--- config.mk ---
export PLATFORM = sky130hd
export DESIGN_NAME = i2c_master_transfer_sequencer
export DESIGN_NICKNAME = d
export VERILOG_FILES = /design/src/hw/rtl/i2cmts_pkg.sv /design/src/hw/rtl/i2cmts_ram.sv /design/src/hw/rtl/i2cmts_front.sv /design/src/hw/rtl/i2cmts_queue.sv /design/src/hw/rtl/i2cmts_back.sv /design/src/hw/rtl/i2c_master_transfer_sequencer.sv
export SDC_FILE = /design/constraint.sdc
export NUM_CORES = 1
export LEC_CHECK = 0
export ABC_AREA = 1
export BUFFER_PORTS_ARGS = -buffer_cell sky130_fd_sc_hd__buf_2
export CAP_MARGIN = 20
export CORE_MARGIN = 2
export CORE_UTILIZATION = 40
export CTS_BUF_LIST = sky130_fd_sc_hd__clkbuf_2 sky130_fd_sc_hd__clkbuf_4 sky130_fd_sc_hd__clkbuf_8
export DETAILED_ROUTE_END_ITERATION = 7
export HOLD_SLACK_MARGIN = 0.03
export PLACE_DENSITY = 0.62
export SKIP_LAST_GASP = 1
export SYNTH_ARGS = -nofsm -noshare
export SYNTH_HDL_FRONTEND = slang
export SYNTH_SLANG_ARGS = --single-unit
--- constraint.sdc ---
create_clock -name clock -period 5.2 [get_ports clock]
set_clock_uncertainty 0.2 [all_clocks]
set_input_delay 0.26 -clock clock [delete_from_list [all_inputs] [get_ports clock]]
set_output_delay 0.26 -clock clock [all_outputs]
set_load 0.01 [all_outputs]
--- src/hw/rtl/i2cmts_pkg.sv ---
// Shared types, codes and constants of the I2C master transfer sequencer.
`timescale 1ns / 1ps

package i2cmts_pkg;

   // Receive buffer geometry.
   localparam int BUF_DEPTH = 32;
   localparam int BUF_AW = (BUF_DEPTH > 1) ? $clog2(BUF_DEPTH) : 1;

   // Command queue between the front and the back end.
   localparam int QUEUE_DEPTH = 2;
   localparam int QUEUE_PW = (QUEUE_DEPTH > 1) ? $clog2(QUEUE_DEPTH) : 1;
   localparam int QUEUE_CW = $clog2(QUEUE_DEPTH + 1);

   localparam int POS_W = 6;
   localparam logic [POS_W-1:0] POS_MAX = '1;

   localparam logic [3:0] RETRY_LIMIT_RESET = 4'd5;
   localparam logic [7:0] ADDR_WRITE_MASK = 8'hFE;
   localparam logic [7:0] ADDR_READ_BIT = 8'h01;

   // Item function codes.
   localparam logic [2:0] FUNC_START_WRITE = 3'd0;
   localparam logic [2:0] FUNC_START_READ = 3'd1;
   localparam logic [2:0] FUNC_POLL = 3'd2;
   localparam logic [2:0] FUNC_STATUS = 3'd3;
   localparam logic [2:0] FUNC_LOAD = 3'd4;
   localparam logic [2:0] FUNC_READ = 3'd5;

   // Master status codes, low three bits cleared.
   localparam logic [7:0] ST_START = 8'h08;
   localparam logic [7:0] ST_RESTART = 8'h10;
   localparam logic [7:0] ST_MT_ADDR_ACK = 8'h18;
   localparam logic [7:0] ST_MT_ADDR_NACK = 8'h20;
   localparam logic [7:0] ST_MT_DATA_ACK = 8'h28;
   localparam logic [7:0] ST_MT_DATA_NACK = 8'h30;
   localparam logic [7:0] ST_MR_ADDR_ACK = 8'h40;
   localparam logic [7:0] ST_MR_ADDR_NACK = 8'h48;
   localparam logic [7:0] ST_MR_DATA_ACK = 8'h50;
   localparam logic [7:0] ST_MR_DATA_NACK = 8'h58;

   typedef enum logic [1:0] {
      PH_FREE    = 2'd0,
      PH_BUSY    = 2'd1,
      PH_SUCCESS = 2'd2,
      PH_FAILURE = 2'd3
   } phase_type;

   // Classified operation carried from the front to the back end.
   typedef enum logic [3:0] {
      OP_NONE,
      OP_START,
      OP_POLL,
      OP_ADDR_SENT,
      OP_TX_ACK,
      OP_ADDR_NACK,
      OP_TX_DATA_NACK,
      OP_RX_ADDR_ACK,
      OP_RX_DATA_ACK,
      OP_RX_LAST,
      OP_LOAD,
      OP_READ
   } op_type;

   typedef struct packed {
      op_type            op;
      logic              rd_dir;
      logic [7:0]        addr;
      logic [POS_W-1:0]  len;
      logic [7:0]        rx_byte;
      logic [4:0]        bidx;
      logic [7:0]        bbyte;
   } cmd_type;

   // Queue handshake signals seen from one side.
   typedef struct packed {
      logic valid;
      logic ready;
   } hs_type;

   function automatic logic pos_in_buf(input logic [POS_W-1:0] p);
      return 32'(p) < 32'(BUF_DEPTH);
   endfunction

   function automatic logic idx_in_buf(input logic [4:0] i);
      return 32'(i) < 32'(BUF_DEPTH);
   endfunction

endpackage

--- src/hw/rtl/i2cmts_ram.sv ---
// Generic single write port, single read port RAM with registered read data.
`timescale 1ns / 1ps

module i2cmts_ram #(
   parameter int WIDTH = 8,
   parameter int DEPTH = 32,
   localparam int AW = (DEPTH > 1) ? $clog2(DEPTH) : 1
) (
   input  logic             clock,
   input  logic             wr_en,
   input  logic [AW-1:0]    wr_addr,
   input  logic [WIDTH-1:0] wr_data,
   input  logic             rd_en,
   input  logic [AW-1:0]    rd_addr,
   output logic [WIDTH-1:0] rd_data
);

   logic [WIDTH-1:0] mem_ff [DEPTH];
   logic [WIDTH-1:0] rd_data_ff;

   always_ff @(posedge clock) begin
      if (wr_en) begin
         mem_ff[wr_addr] <= wr_data;
      end
      if (rd_en) begin
         rd_data_ff <= mem_ff[rd_addr];
      end
   end

   assign rd_data = rd_data_ff;

endmodule

--- src/hw/rtl/i2cmts_front.sv ---
// Front end: accepts request items and classifies them into commands.
`timescale 1ns / 1ps

module i2cmts_front import i2cmts_pkg::*; (
   input  logic                req_valid,
   output logic                req_ready,
   input  logic [2:0]          req_func,
   input  logic [7:0]          req_target_address,
   input  logic [POS_W-1:0]    req_transfer_length,
   input  logic [7:0]          req_bus_status,
   input  logic [7:0]          req_received_byte,
   input  logic [4:0]          req_buffer_index,
   input  logic [7:0]          req_buffer_byte,
   input  logic                push_ready,
   output hs_type              push_hs,
   output cmd_type             push_cmd
);

   logic [7:0] status_code;
   op_type     status_op;
   op_type     op;

   // The low three status bits carry prescaler noise and are ignored.
   assign status_code = {req_bus_status[7:3], 3'b000};

   always_comb begin
      unique case (status_code) inside
         ST_START, ST_RESTART:             status_op = OP_ADDR_SENT;
         ST_MT_ADDR_ACK, ST_MT_DATA_ACK:   status_op = OP_TX_ACK;
         ST_MT_ADDR_NACK, ST_MR_ADDR_NACK: status_op = OP_ADDR_NACK;
         ST_MT_DATA_NACK:                  status_op = OP_TX_DATA_NACK;
         ST_MR_ADDR_ACK:                   status_op = OP_RX_ADDR_ACK;
         ST_MR_DATA_ACK:                   status_op = OP_RX_DATA_ACK;
         ST_MR_DATA_NACK:                  status_op = OP_RX_LAST;
         default:                          status_op = OP_NONE;
      endcase
   end

   always_comb begin
      unique case (req_func) inside
         FUNC_START_WRITE, FUNC_START_READ: op = OP_START;
         FUNC_POLL:                         op = OP_POLL;
         FUNC_STATUS:                       op = status_op;
         FUNC_LOAD:                         op = OP_LOAD;
         FUNC_READ:                         op = OP_READ;
         default:                           op = OP_NONE;
      endcase
   end

   always_comb begin
      push_cmd.op      = op;
      push_cmd.rd_dir  = (req_func == FUNC_START_READ);
      push_cmd.addr    = req_target_address;
      push_cmd.len     = req_transfer_length;
      push_cmd.rx_byte = req_received_byte;
      push_cmd.bidx    = req_buffer_index;
      push_cmd.bbyte   = req_buffer_byte;
   end

   assign req_ready     = push_ready;
   assign push_hs.valid = req_valid;
   assign push_hs.ready = push_ready;

endmodule

--- src/hw/rtl/i2cmts_queue.sv ---
// Short command queue that decouples the front end from the back end.
`timescale 1ns / 1ps

module i2cmts_queue import i2cmts_pkg::*; (
   input  logic    clock,
   input  logic    reset,
   input  hs_type  push_hs,
   input  cmd_type push_cmd,
   output logic    push_ready,
   output logic    pop_valid,
   input  logic    pop_ready,
   output cmd_type pop_cmd,
   output logic [QUEUE_CW-1:0] fill
);

   cmd_type               entries_ff [QUEUE_DEPTH];
   logic [QUEUE_PW-1:0]   wr_ptr_ff, wr_ptr_in;
   logic [QUEUE_PW-1:0]   rd_ptr_ff, rd_ptr_in;
   logic [QUEUE_CW-1:0]   count_ff, count_in;
   logic                  push, pop;

   assign push_ready = (count_ff != QUEUE_CW'(QUEUE_DEPTH));
   assign pop_valid  = (count_ff != '0);
   assign push       = push_hs.valid && push_hs.ready;
   assign pop        = pop_valid && pop_ready;
   assign pop_cmd    = entries_ff[rd_ptr_ff];
   assign fill       = count_ff;

   always_comb begin
      wr_ptr_in = wr_ptr_ff;
      rd_ptr_in = rd_ptr_ff;
      count_in  = count_ff;
      if (push) begin
         wr_ptr_in = (wr_ptr_ff == QUEUE_PW'(QUEUE_DEPTH - 1)) ? '0 : wr_ptr_ff + 1'b1;
      end
      if (pop) begin
         rd_ptr_in = (rd_ptr_ff == QUEUE_PW'(QUEUE_DEPTH - 1)) ? '0 : rd_ptr_ff + 1'b1;
      end
      if (push && !pop) begin
         count_in = count_ff + 1'b1;
      end else if (pop && !push) begin
         count_in = count_ff - 1'b1;
      end
   end

   always_ff @(posedge clock) begin
      if (reset) begin
         wr_ptr_ff <= '0;
         rd_ptr_ff <= '0;
         count_ff  <= '0;
      end else begin
         wr_ptr_ff <= wr_ptr_in;
         rd_ptr_ff <= rd_ptr_in;
         count_ff  <= count_in;
      end
   end

   always_ff @(posedge clock) begin
      if (push) begin
         entries_ff[wr_ptr_ff] <= push_cmd;
      end
   end

endmodule

--- src/hw/rtl/i2cmts_back.sv ---
// Back end: transfer state, receive buffer and the registered result item.
`timescale 1ns / 1ps

module i2cmts_back import i2cmts_pkg::*; (
   input  logic             clock,
   input  logic             reset,
   input  logic             csr_wr_en,
   input  logic [3:0]       csr_wr_data,
   input  logic             pop_valid,
   output logic             pop_ready,
   input  cmd_type          pop_cmd,
   output logic             rsp_valid,
   input  logic             rsp_ready,
   output logic             rsp_refused,
   output logic             rsp_finished,
   output logic             rsp_drive_start,
   output logic             rsp_drive_stop,
   output logic             rsp_ack_enable,
   output logic             rsp_release_bus,
   output logic             rsp_tx_valid,
   output logic [7:0]       rsp_tx_byte,
   output logic [1:0]       rsp_transfer_state,
   output logic [7:0]       rsp_read_data
);

   typedef struct packed {
      logic       refused;
      logic       finished;
      logic       dstart;
      logic       dstop;
      logic       ack;
      logic       release_bus;
      logic       txv;
      logic [7:0] tx_byte;
      logic       tx_from_ram;
      logic       rd_from_ram;
      phase_type  phase;
   } res_type;

   logic [3:0]       retry_limit_ff;
   phase_type        phase_ff, phase_in;
   logic [3:0]       retries_ff, retries_in;
   logic [7:0]       addr_byte_ff, addr_byte_in;
   logic [POS_W-1:0] len_ff, len_in;
   logic [POS_W-1:0] pos_ff, pos_in;
   logic             ack_ff, ack_in;
   logic             res_valid_ff, res_valid_in;
   res_type          res_ff, res_in;

   logic             exec;
   logic [POS_W-1:0] pos_next;
   logic             ram_we, ram_re;
   logic [BUF_AW-1:0] ram_waddr, ram_raddr;
   logic [7:0]       ram_wdata, ram_q;

   assign pop_ready = !res_valid_ff || rsp_ready;
   assign exec      = pop_valid && pop_ready;
   assign pos_next  = (pos_ff == POS_MAX) ? POS_MAX : pos_ff + 1'b1;

   always_comb begin
      phase_in     = phase_ff;
      retries_in   = retries_ff;
      addr_byte_in = addr_byte_ff;
      len_in       = len_ff;
      pos_in       = pos_ff;
      ack_in       = ack_ff;
      res_in       = '0;
      ram_we       = 1'b0;
      ram_waddr    = BUF_AW'(pos_ff);
      ram_wdata    = pop_cmd.rx_byte;
      ram_re       = 1'b0;
      ram_raddr    = BUF_AW'(pos_ff);

      unique case (pop_cmd.op)
         OP_START: begin
            if (phase_ff == PH_BUSY) begin
               res_in.refused = 1'b1;
            end else begin
               phase_in     = PH_BUSY;
               retries_in   = '0;
               addr_byte_in = pop_cmd.rd_dir ? (pop_cmd.addr | ADDR_READ_BIT)
                                             : (pop_cmd.addr & ADDR_WRITE_MASK);
               len_in       = pop_cmd.len;
               res_in.dstart = 1'b1;
            end
         end
         OP_POLL: begin
            if (phase_ff == PH_SUCCESS || phase_ff == PH_FAILURE) begin
               phase_in        = PH_FREE;
               res_in.finished = 1'b1;
            end
         end
         OP_ADDR_SENT: begin
            res_in.txv         = 1'b1;
            res_in.tx_byte     = addr_byte_ff;
            pos_in             = '0;
            res_in.release_bus = 1'b1;
         end
         OP_TX_ACK: begin
            if (pos_ff < len_ff) begin
               res_in.txv = 1'b1;
               if (pos_in_buf(pos_ff)) begin
                  ram_re             = 1'b1;
                  res_in.tx_from_ram = 1'b1;
               end
               pos_in = pos_next;
            end else begin
               res_in.dstop = 1'b1;
               phase_in     = PH_SUCCESS;
            end
            res_in.release_bus = 1'b1;
         end
         OP_ADDR_NACK: begin
            if (retries_ff < retry_limit_ff) begin
               res_in.dstart = 1'b1;
               retries_in    = retries_ff + 1'b1;
            end else begin
               res_in.dstop = 1'b1;
               phase_in     = PH_FAILURE;
            end
            res_in.release_bus = 1'b1;
         end
         OP_TX_DATA_NACK: begin
            res_in.dstop       = 1'b1;
            phase_in           = PH_SUCCESS;
            res_in.release_bus = 1'b1;
         end
         OP_RX_ADDR_ACK: begin
            ack_in             = (len_ff > POS_W'(1));
            res_in.release_bus = 1'b1;
         end
         OP_RX_DATA_ACK: begin
            ram_we = pos_in_buf(pos_ff);
            pos_in = pos_next;
            // Drop the ACK once the next byte is the last one of the transfer.
            if (len_ff != '0 && pos_next == len_ff - 1'b1) begin
               ack_in = 1'b0;
            end
            res_in.release_bus = 1'b1;
         end
         OP_RX_LAST: begin
            phase_in           = PH_SUCCESS;
            ram_we             = pos_in_buf(pos_ff);
            pos_in             = pos_next;
            res_in.dstop       = 1'b1;
            res_in.release_bus = 1'b1;
         end
         OP_LOAD: begin
            ram_we    = idx_in_buf(pop_cmd.bidx);
            ram_waddr = BUF_AW'(pop_cmd.bidx);
            ram_wdata = pop_cmd.bbyte;
         end
         OP_READ: begin
            ram_re             = idx_in_buf(pop_cmd.bidx);
            ram_raddr          = BUF_AW'(pop_cmd.bidx);
            res_in.rd_from_ram = idx_in_buf(pop_cmd.bidx);
         end
         default: begin
         end
      endcase

      res_in.ack   = ack_in;
      res_in.phase = phase_in;
   end

   assign res_valid_in = exec ? 1'b1 : (rsp_ready ? 1'b0 : res_valid_ff);

   always_ff @(posedge clock) begin
      if (reset) begin
         retry_limit_ff <= RETRY_LIMIT_RESET;
         phase_ff       <= PH_FREE;
         retries_ff     <= '0;
         addr_byte_ff   <= '0;
         len_ff         <= '0;
         pos_ff         <= '0;
         ack_ff         <= 1'b0;
         res_valid_ff   <= 1'b0;
      end else begin
         if (csr_wr_en) begin
            retry_limit_ff <= csr_wr_data;
         end
         if (exec) begin
            phase_ff     <= phase_in;
            retries_ff   <= retries_in;
            addr_byte_ff <= addr_byte_in;
            len_ff       <= len_in;
            pos_ff       <= pos_in;
            ack_ff       <= ack_in;
         end
         res_valid_ff <= res_valid_in;
      end
   end

   always_ff @(posedge clock) begin
      if (exec) begin
         res_ff <= res_in;
      end
   end

   i2cmts_ram #(
      .WIDTH (8),
      .DEPTH (BUF_DEPTH)
   ) u_buf (
      .clock   (clock),
      .wr_en   (exec && ram_we),
      .wr_addr (ram_waddr),
      .wr_data (ram_wdata),
      .rd_en   (exec && ram_re),
      .rd_addr (ram_raddr),
      .rd_data (ram_q)
   );

   // The RAM read register holds while the result waits, because no new
   // command executes until the result register frees up.
   assign rsp_valid          = res_valid_ff;
   assign rsp_refused        = res_ff.refused;
   assign rsp_finished       = res_ff.finished;
   assign rsp_drive_start    = res_ff.dstart;
   assign rsp_drive_stop     = res_ff.dstop;
   assign rsp_ack_enable     = res_ff.ack;
   assign rsp_release_bus    = res_ff.release_bus;
   assign rsp_tx_valid       = res_ff.txv;
   assign rsp_tx_byte        = res_ff.tx_from_ram ? ram_q : res_ff.tx_byte;
   assign rsp_transfer_state = res_ff.phase;
   assign rsp_read_data      = res_ff.rd_from_ram ? ram_q : 8'h00;

endmodule

--- src/hw/rtl/i2c_master_transfer_sequencer.sv ---
// Top level of the I2C master transfer sequencer.
`timescale 1ns / 1ps

// The sequencer drives an I2C master transfer from the two-wire bus status
// codes that the bus controller reports. Each request item is one of: start
// write, start read, poll finished, bus status, load buffer or read buffer,
// and each produces exactly one response item with the bus actions to take
// (start, stop, byte to send, ACK setting), the transfer state after the
// item and, for a buffer read, the stored byte. A start is refused while a
// transfer is busy; an address NACK in either direction retries with a
// repeated start up to retry_limit times (csr_wr_data, reset value 5).
// Throughput is one item per clock while rsp_ready stays high: the front
// end classifies an item as it is accepted into a two-entry command queue,
// the back end executes the head command against the transfer state and
// the 32-byte receive buffer RAM, and the result sits in an output
// register that accepts a new item in the same cycle it is taken. An
// accepted item is written into the queue register and then executed
// into the result register, while the buffer RAM's registered read runs
// alongside the result register and adds no stage. The buffer needs no
// clearing after reset; reading an entry that was never written returns
// an undefined byte. The retry limit may be written only while no item is
// in flight.
module i2c_master_transfer_sequencer import i2cmts_pkg::*; (
   input  logic             clock,
   input  logic             reset,
   input  logic             req_valid,
   output logic             req_ready,
   input  logic [2:0]       req_func,
   input  logic [7:0]       req_target_address,
   input  logic [5:0]       req_transfer_length,
   input  logic [7:0]       req_bus_status,
   input  logic [7:0]       req_received_byte,
   input  logic [4:0]       req_buffer_index,
   input  logic [7:0]       req_buffer_byte,
   output logic             rsp_valid,
   input  logic             rsp_ready,
   output logic             rsp_refused,
   output logic             rsp_finished,
   output logic             rsp_drive_start,
   output logic             rsp_drive_stop,
   output logic             rsp_ack_enable,
   output logic             rsp_release_bus,
   output logic             rsp_tx_valid,
   output logic [7:0]       rsp_tx_byte,
   output logic [1:0]       rsp_transfer_state,
   output logic [7:0]       rsp_read_data,
   input  logic             csr_wr_en,
   input  logic [3:0]       csr_wr_data
);

   hs_type                push_hs;
   cmd_type               push_cmd;
   logic                  push_ready;
   logic                  pop_valid;
   logic                  pop_ready;
   cmd_type               pop_cmd;
   logic [QUEUE_CW-1:0]   queue_fill;

   // Front end: handshake and classification of the incoming item.
   i2cmts_front u_front (
      .req_valid           (req_valid),
      .req_ready           (req_ready),
      .req_func            (req_func),
      .req_target_address  (req_target_address),
      .req_transfer_length (req_transfer_length),
      .req_bus_status      (req_bus_status),
      .req_received_byte   (req_received_byte),
      .req_buffer_index    (req_buffer_index),
      .req_buffer_byte     (req_buffer_byte),
      .push_ready          (push_ready),
      .push_hs             (push_hs),
      .push_cmd            (push_cmd)
   );

   // Command queue: lets the front keep accepting while the back stalls.
   i2cmts_queue u_queue (
      .clock      (clock),
      .reset      (reset),
      .push_hs    (push_hs),
      .push_cmd   (push_cmd),
      .push_ready (push_ready),
      .pop_valid  (pop_valid),
      .pop_ready  (pop_ready),
      .pop_cmd    (pop_cmd),
      .fill       (queue_fill)
   );

   // Back end: executes commands and presents the response item.
   i2cmts_back u_back (
      .clock              (clock),
      .reset              (reset),
      .csr_wr_en          (csr_wr_en),
      .csr_wr_data        (csr_wr_data),
      .pop_valid          (pop_valid),
      .pop_ready          (pop_ready),
      .pop_cmd            (pop_cmd),
      .rsp_valid          (rsp_valid),
      .rsp_ready          (rsp_ready),
      .rsp_refused        (rsp_refused),
      .rsp_finished       (rsp_finished),
      .rsp_drive_start    (rsp_drive_start),
      .rsp_drive_stop     (rsp_drive_stop),
      .rsp_ack_enable     (rsp_ack_enable),
      .rsp_release_bus    (rsp_release_bus),
      .rsp_tx_valid       (rsp_tx_valid),
      .rsp_tx_byte        (rsp_tx_byte),
      .rsp_transfer_state (rsp_transfer_state),
      .rsp_read_data      (rsp_read_data)
   );

`ifndef NO_ASSERTIONS
   // A refused start leaves the transfer busy.
   a_refused_busy: assert property (@(posedge clock) disable iff (reset)
      rsp_valid && rsp_refused |-> rsp_transfer_state == PH_BUSY)
      else $error("refused start without a busy transfer");

   // A successful poll always frees the transfer.
   a_finished_free: assert property (@(posedge clock) disable iff (reset)
      rsp_valid && rsp_finished |-> rsp_transfer_state == PH_FREE)
      else $error("poll finished but transfer not free");

   // Start and stop are never requested together.
   a_start_stop: assert property (@(posedge clock) disable iff (reset)
      rsp_valid |-> !(rsp_drive_start && rsp_drive_stop))
      else $error("start and stop requested together");

   // The command queue never holds more than its depth.
   a_queue_bound: assert property (@(posedge clock) disable iff (reset)
      queue_fill <= QUEUE_CW'(QUEUE_DEPTH))
      else $error("command queue overflow");
`endif

endmodule
Yosys cells after proc, flatten, opt, wreduce, memory -nomap -nowiden
Memories as Yosys holds them, arrays and structs flattened. A register that Yosys moved wholly into a read port is not among the register bits.
Cells that the tools add are included.
{"block": "classes", "n_addsub": 7, "order_cmp": 4, "n_eq_ne": 35, "mux": 49, "bitwise": 1, "reduce_logical": 29}
{"cell": "4-bit one-hot mux with 7 select lines", "n": 1}
{"cell": "8-bit 2-to-1 mux", "n": 3}
{"cell": "1-bit 2-to-1 mux", "n": 23}
{"cell": "5-bit by 4-bit equality test with 1-bit output, second input constant", "n": 4}
{"cell": "4-bit one-hot mux with 5 select lines", "n": 1}
{"cell": "6-bit one-hot mux with 3 select lines", "n": 1}
{"cell": "4-bit by 3-bit equality test with 1-bit output, second input constant", "n": 4}
{"cell": "4-bit equality test, second input constant", "n": 4}
{"cell": "5-bit by 3-bit equality test with 1-bit output, second input constant", "n": 3}
{"cell": "2-bit 2-to-1 mux", "n": 6}
{"cell": "6-bit 2-to-1 mux", "n": 2}
{"cell": "2-bit OR reduction", "n": 6}
{"cell": "5-bit by 2-bit equality test with 1-bit output, second input constant", "n": 2}
{"cell": "5-bit 2-to-1 mux", "n": 2}
{"cell": "1-bit one-hot mux with 2 select lines", "n": 5}
{"cell": "2-bit one-hot mux with 5 select lines", "n": 1}
{"cell": "4-bit by 2-bit equality test with 1-bit output, second input constant", "n": 2}
{"cell": "4-bit 2-to-1 mux", "n": 2}
{"cell": "4-bit one-hot mux with 2 select lines", "n": 1}
{"cell": "2-bit nonzero test", "n": 4}
{"cell": "1-bit logical AND", "n": 7}
{"cell": "7-bit OR reduction", "n": 1}
{"cell": "6-bit by 1-bit adder with 6-bit output, second input constant", "n": 1}
{"cell": "3-bit by 2-bit equality test with 1-bit output, second input constant", "n": 2}
{"cell": "other kinds (28)", "n": 37}
{"block": "word_totals", "register_bits": 55, "mem_bits_rw": 336, "inputBits": 55, "output_inout_bits": 27, "word_cells": 149, "n_memories": 2}
{"memory": "u_back.u_buf.mem_ff", "depth": 32, "width": 8, "rd": 1, "rd_clocked_by_memory_dff": 1, "write_ports": 1, "line_no": "i2cmts_ram.sv:18", "source": "logic [WIDTH-1:0] mem_ff [DEPTH];"}
{"memory": "u_queue.entries_ff", "depth": 2, "width": 40, "rd": 1, "rd_clocked_by_memory_dff": 1, "write_ports": 1, "line_no": "i2cmts_queue.sv:16", "source": "cmd_type entries_ff [QUEUE_DEPTH];"}

Depth between registers and ports, before layout
{"block": "logic_depth", "ltp_word": 6, "ltp_mapped": 16, "ltp_nobuf": 15}

Modules after synthesis
Synthesis repeated with hierarchy kept, for this count alone.
{"block": "hier_totals", "cells_unflattened": 1581, "hier_area_um2": 17563.1}
{"mod": "i2cmts_ram", "instances": 1, "cells_each": 922, "area_per_inst_um2": 10866.7, "seq_area_each_um2": 7927.6}
{"mod": "i2cmts_queue", "instances": 1, "cells_each": 160, "area_per_inst_um2": 3133.0, "seq_area_each_um2": 2502.4}
{"mod": "i2cmts_back", "instances": 1, "cells_each": 411, "area_per_inst_um2": 3066.7, "seq_area_each_um2": 1211.2}
{"mod": "i2cmts_front", "instances": 1, "cells_each": 88, "area_per_inst_um2": 496.7, "seq_area_each_um2": 0.0}

Worst setup path after synthesis
No wires, ideal clock.
{"block": "synth_timing", "path_type": "reg-to-reg", "start": "register (tool-made name)", "end": "memory u_back.u_buf.mem_ff[0][0], data pin", "setup_time_ns": 0.454, "arrival_time_ns": 2.704, "t_required_ns": 4.546, "slack_ns": 1.842, "path_stages_with_launch": 10, "n_path_buf": 3, "period_less_slack_ns": 3.358, "cell_sequence": "dfxtp_1 > buf_4 > nand2_1 > nand2_1 > inv_1 > nor2_1 > nand2_1 > buf_2 > clkbuf_1 > o21ai_0"}
{"element": "to (decl)", "line_no": "i2cmts_ram.sv:18"}

==> flow_summary_export.csv <==
group,metric,value,unit
outcome,status,"finished, final reports clean",
placement,io_buffers,77,
critical_path,end_kind,"flip-flop",
synth,netlist_area,17800,sq um
synth,ys_seq_elements,398,
synth,yosys.area.top_type,"edfxtp_1",
synth,synthCells,1748,
global_route,grt.total_usage,18.1,%
clock_tree,htreeDepth,3,
route,wire_per_inst,16.4,um
sta,fin_tns_setup,0,ps
critical_path,worstSetupPathType,"reg -> reg",
sta,rsz0062_at_grt,"false",
floorplanning,fp.dieW,215,um
final_layout,fill_cells,4003,
synth,syn_nets,1816,
sta,maxSlewHeadroom,25.2,%
clock_tree,hold_buffers,59,
power_and_ir_drop,cellLeakagePower,8.60,nW
synth,yosysWarnings,0,
global_route,grt_max_degree,65,
synth,synthFlopType,"edfxtp_1",
clock_tree,cts-root-buf,"clkbuf_8",
global_route,grt_pass1_vias,12200,
route,drt_first_iter_violations,889,
placement,dpl.hpwl,25000,um
power_and_ir_drop,ir_drop,0.297,mV
route,dr.pass1.iters,6,
critical_path,cp_max_fo,57,
synth,avgSynthCellArea,10.2,sq um
floorplanning,die_y,215,um
floorplanning,start_util,40.4,%
floorplanning,io_pins,82,
critical_path,reg2reg_depth,12,
sta,fmax,230,MHz
hold_path,hold_depth,6,
clock_tree,numCtsBuffers,67,
floorplanning,core.rowCount,77,
placement,dp.cells,2370,
clock_tree,cts.sinks,398,
clock_tree,clock_latency,590,ps
clock_tree,cts_tree,"done",
synth,yosysSeqAreaShare,65.1,%
global_route,antenna_found_initial,0,
synth,synth-edff-count,361,
floorplanning,die-area,46200,sq um
clock_tree,cts_max_path_buffers,3,
job,drv_cap,0,
route,drc_errors,0,
placement,place_congestion,0.835,
synth,postSynth.asyncResetShare,0,%
sta,setup_viol,0,
final_layout,nets,1974,
sta,fin_crit_sh,83.6,%
sta,tightest_slew,1120,ps
route,ant_nets,0,
critical_path,startpoint_type,"flip-flop",
clock_tree,clk_pin_slew,60,ps
route,wirelength,41700,um
sta,maxSlewViolCount,0,
critical_path,arrival,4480,ps
route,vias,12500,
power_and_ir_drop,p_per_area,527,nW/um^2
hold_path,hp-class,"in -> reg",
sta,hold_violations,0,
final_layout,drive_gt1_share,12.7,%
synth,ys_top_cells_by_area,"edfxtp_1, nand2_1, nand3_1",
synth,yosys-top-cells-count,"nand2_1, edfxtp_1, inv_1, nand3_1, nor2_1",
critical_path,worstPathRequired,5330,ps
synth,yosysMostFrequentCell,"nand2_1",
final_layout,final_cell_count_no_fill,2544,
clock_tree,cts_setup_buffers,0,
synth,ys_types,37,
floorplanning,core_area,44000,sq um
global_route,grt_pass1_wl,65500,um
final_layout,syn_to_final_growth,16.7,%
global_route,grt-ovfl-total,0,
hold_path,min_from,"req_bus_status[5]",
synth,yosysTopAreaCellShare,61.0,%
clock_tree,ctsResizeCount,0,
route,viasPerCell,4.93,
sta,layout_min_cycle_time,4340,ps
==> through the flow <==
| step | setup slack, ps | hold slack [ps] | area [sq um] | total power [W] | util [%] |
|---|---|---|---|---|---|
| 4_1_cts | 915 | 48.8 | 20700 | 0.0110 | 47.1 |
| 6_report | 855 | 93.7 | 20700 | 0.0109 | 47.1 |
| 5_1_grt | 583 | 154 | 20700 | 0.0116 | 47.1 |
| 3_5_place_dp | 937 | 248 | 18800 | 0.00817 | 42.8 |
| 2_1_floorplan | 1840 | 159 | 17800 | 0.00687 | - |
| 3_3_place_gp | 993 | 235 | 18800 | 0.00808 | 42.7 |
==> critical path: stages (launching register included) <==
cell and delay (ps):
dfxtp_1 340, buf_4 420, o21ai_0 280, nand3b_1 700
nand2_2 860, buf_12 340, nand2_1 100, nand3_1 80
nand3_1 100, nand3_1 210, nand2_1 160, nand2_1 100
nand2_1 90
==> sequential cells by signal (all words and copies together) (netlist names), 2 cells and up, named ones only <==
| signal | count |
|---|---|
| u_back.pos_ff | 6 |
| u_queue.entries_ff | 78 |
| u_back.u_buf.rd_data | 8 |
| u_back.u_buf.mem_ff | 256 |
| u_back.res_ff | 10 |
| u_back.phase_ff | 2 |
| u_back.addr_byte_ff | 8 |
| u_back.len_ff | 6 |
| u_back.rsp_transfer_state | 2 |
| u_back.retry_limit_ff | 4 |
| u_queue.fill | 2 |
| u_back.retries_ff | 4 |
==> cell usage in the layout, fill, tap and decap left out, drive strengths merged, types with 13 or more instances in the layout <==
cell type and count:
o21ai 54, nand3 275, nand3b 35, dlygate4sd3 59, nor2 88, clkbuf 96
ha 13, nand2 393, dfxtp 37, edfxtp 361, a21oi 41, buf 99
clkinv 17, inv 310
==> metal layers <==
layer	track usage (%)	wire [um]	vias to the layer above
met3	3.60	2600	81
met2	29.1	19400	389
met5	0	0	-
met1	24.3	18600	5968
li1	-	-	6111
met4	6.81	1080	0
==> worst paths after layout <==
check                              end  slack [ps]
max            u_back.u_buf.rd_data[2]         860
min          u_queue.entries_ff[1][38]          90
max reg2reg    u_back.u_buf.rd_data[2]         860
min reg2reg     u_back.addr_byte_ff[4]         250
==> power by group <==
group / internal [W] / switching, W / total [W]
Sequential: 0.00418 / 0.000131 / 0.00432
Combinational: 0.00110 / 0.00273 / 0.00383
Clock: 0.00156 / 0.00122 / 0.00279
Total: 0.00684 / 0.00408 / 0.0109
==> area by class of cell <==
cell class                 instances  area (sq um)  area share, %
sequential                       398         11600           55.8
multi-input combinational        969          4730           22.8
timing repair buffer             158          1190           5.74
clock buffer                      96          1190           5.74
inverter                         312          1170           5.65
tap                              592           741           3.57
clock inverter                    18           134          0.645
antenna                            1          2.50         0.0121
==> logic make-up after synthesis <==
| family | Yosys count | share of synthesized area [%] |
|---|---|---|
| AO/OA/AOI/OAI | 114 | 3.57 |
| XOR/XNOR | 8 | 0.394 |
| adder cells (fa/ha/maj) | 13 | 0.915 |
| buffers and inverters | 381 | 8.52 |
| flip-flops | 398 | 65.1 |
| multiplexers | 19 | 1.13 |
| AND/OR/NAND/NOR | 815 | 20.3 |
No activity file was read; power rests on OpenSTA's default activity.
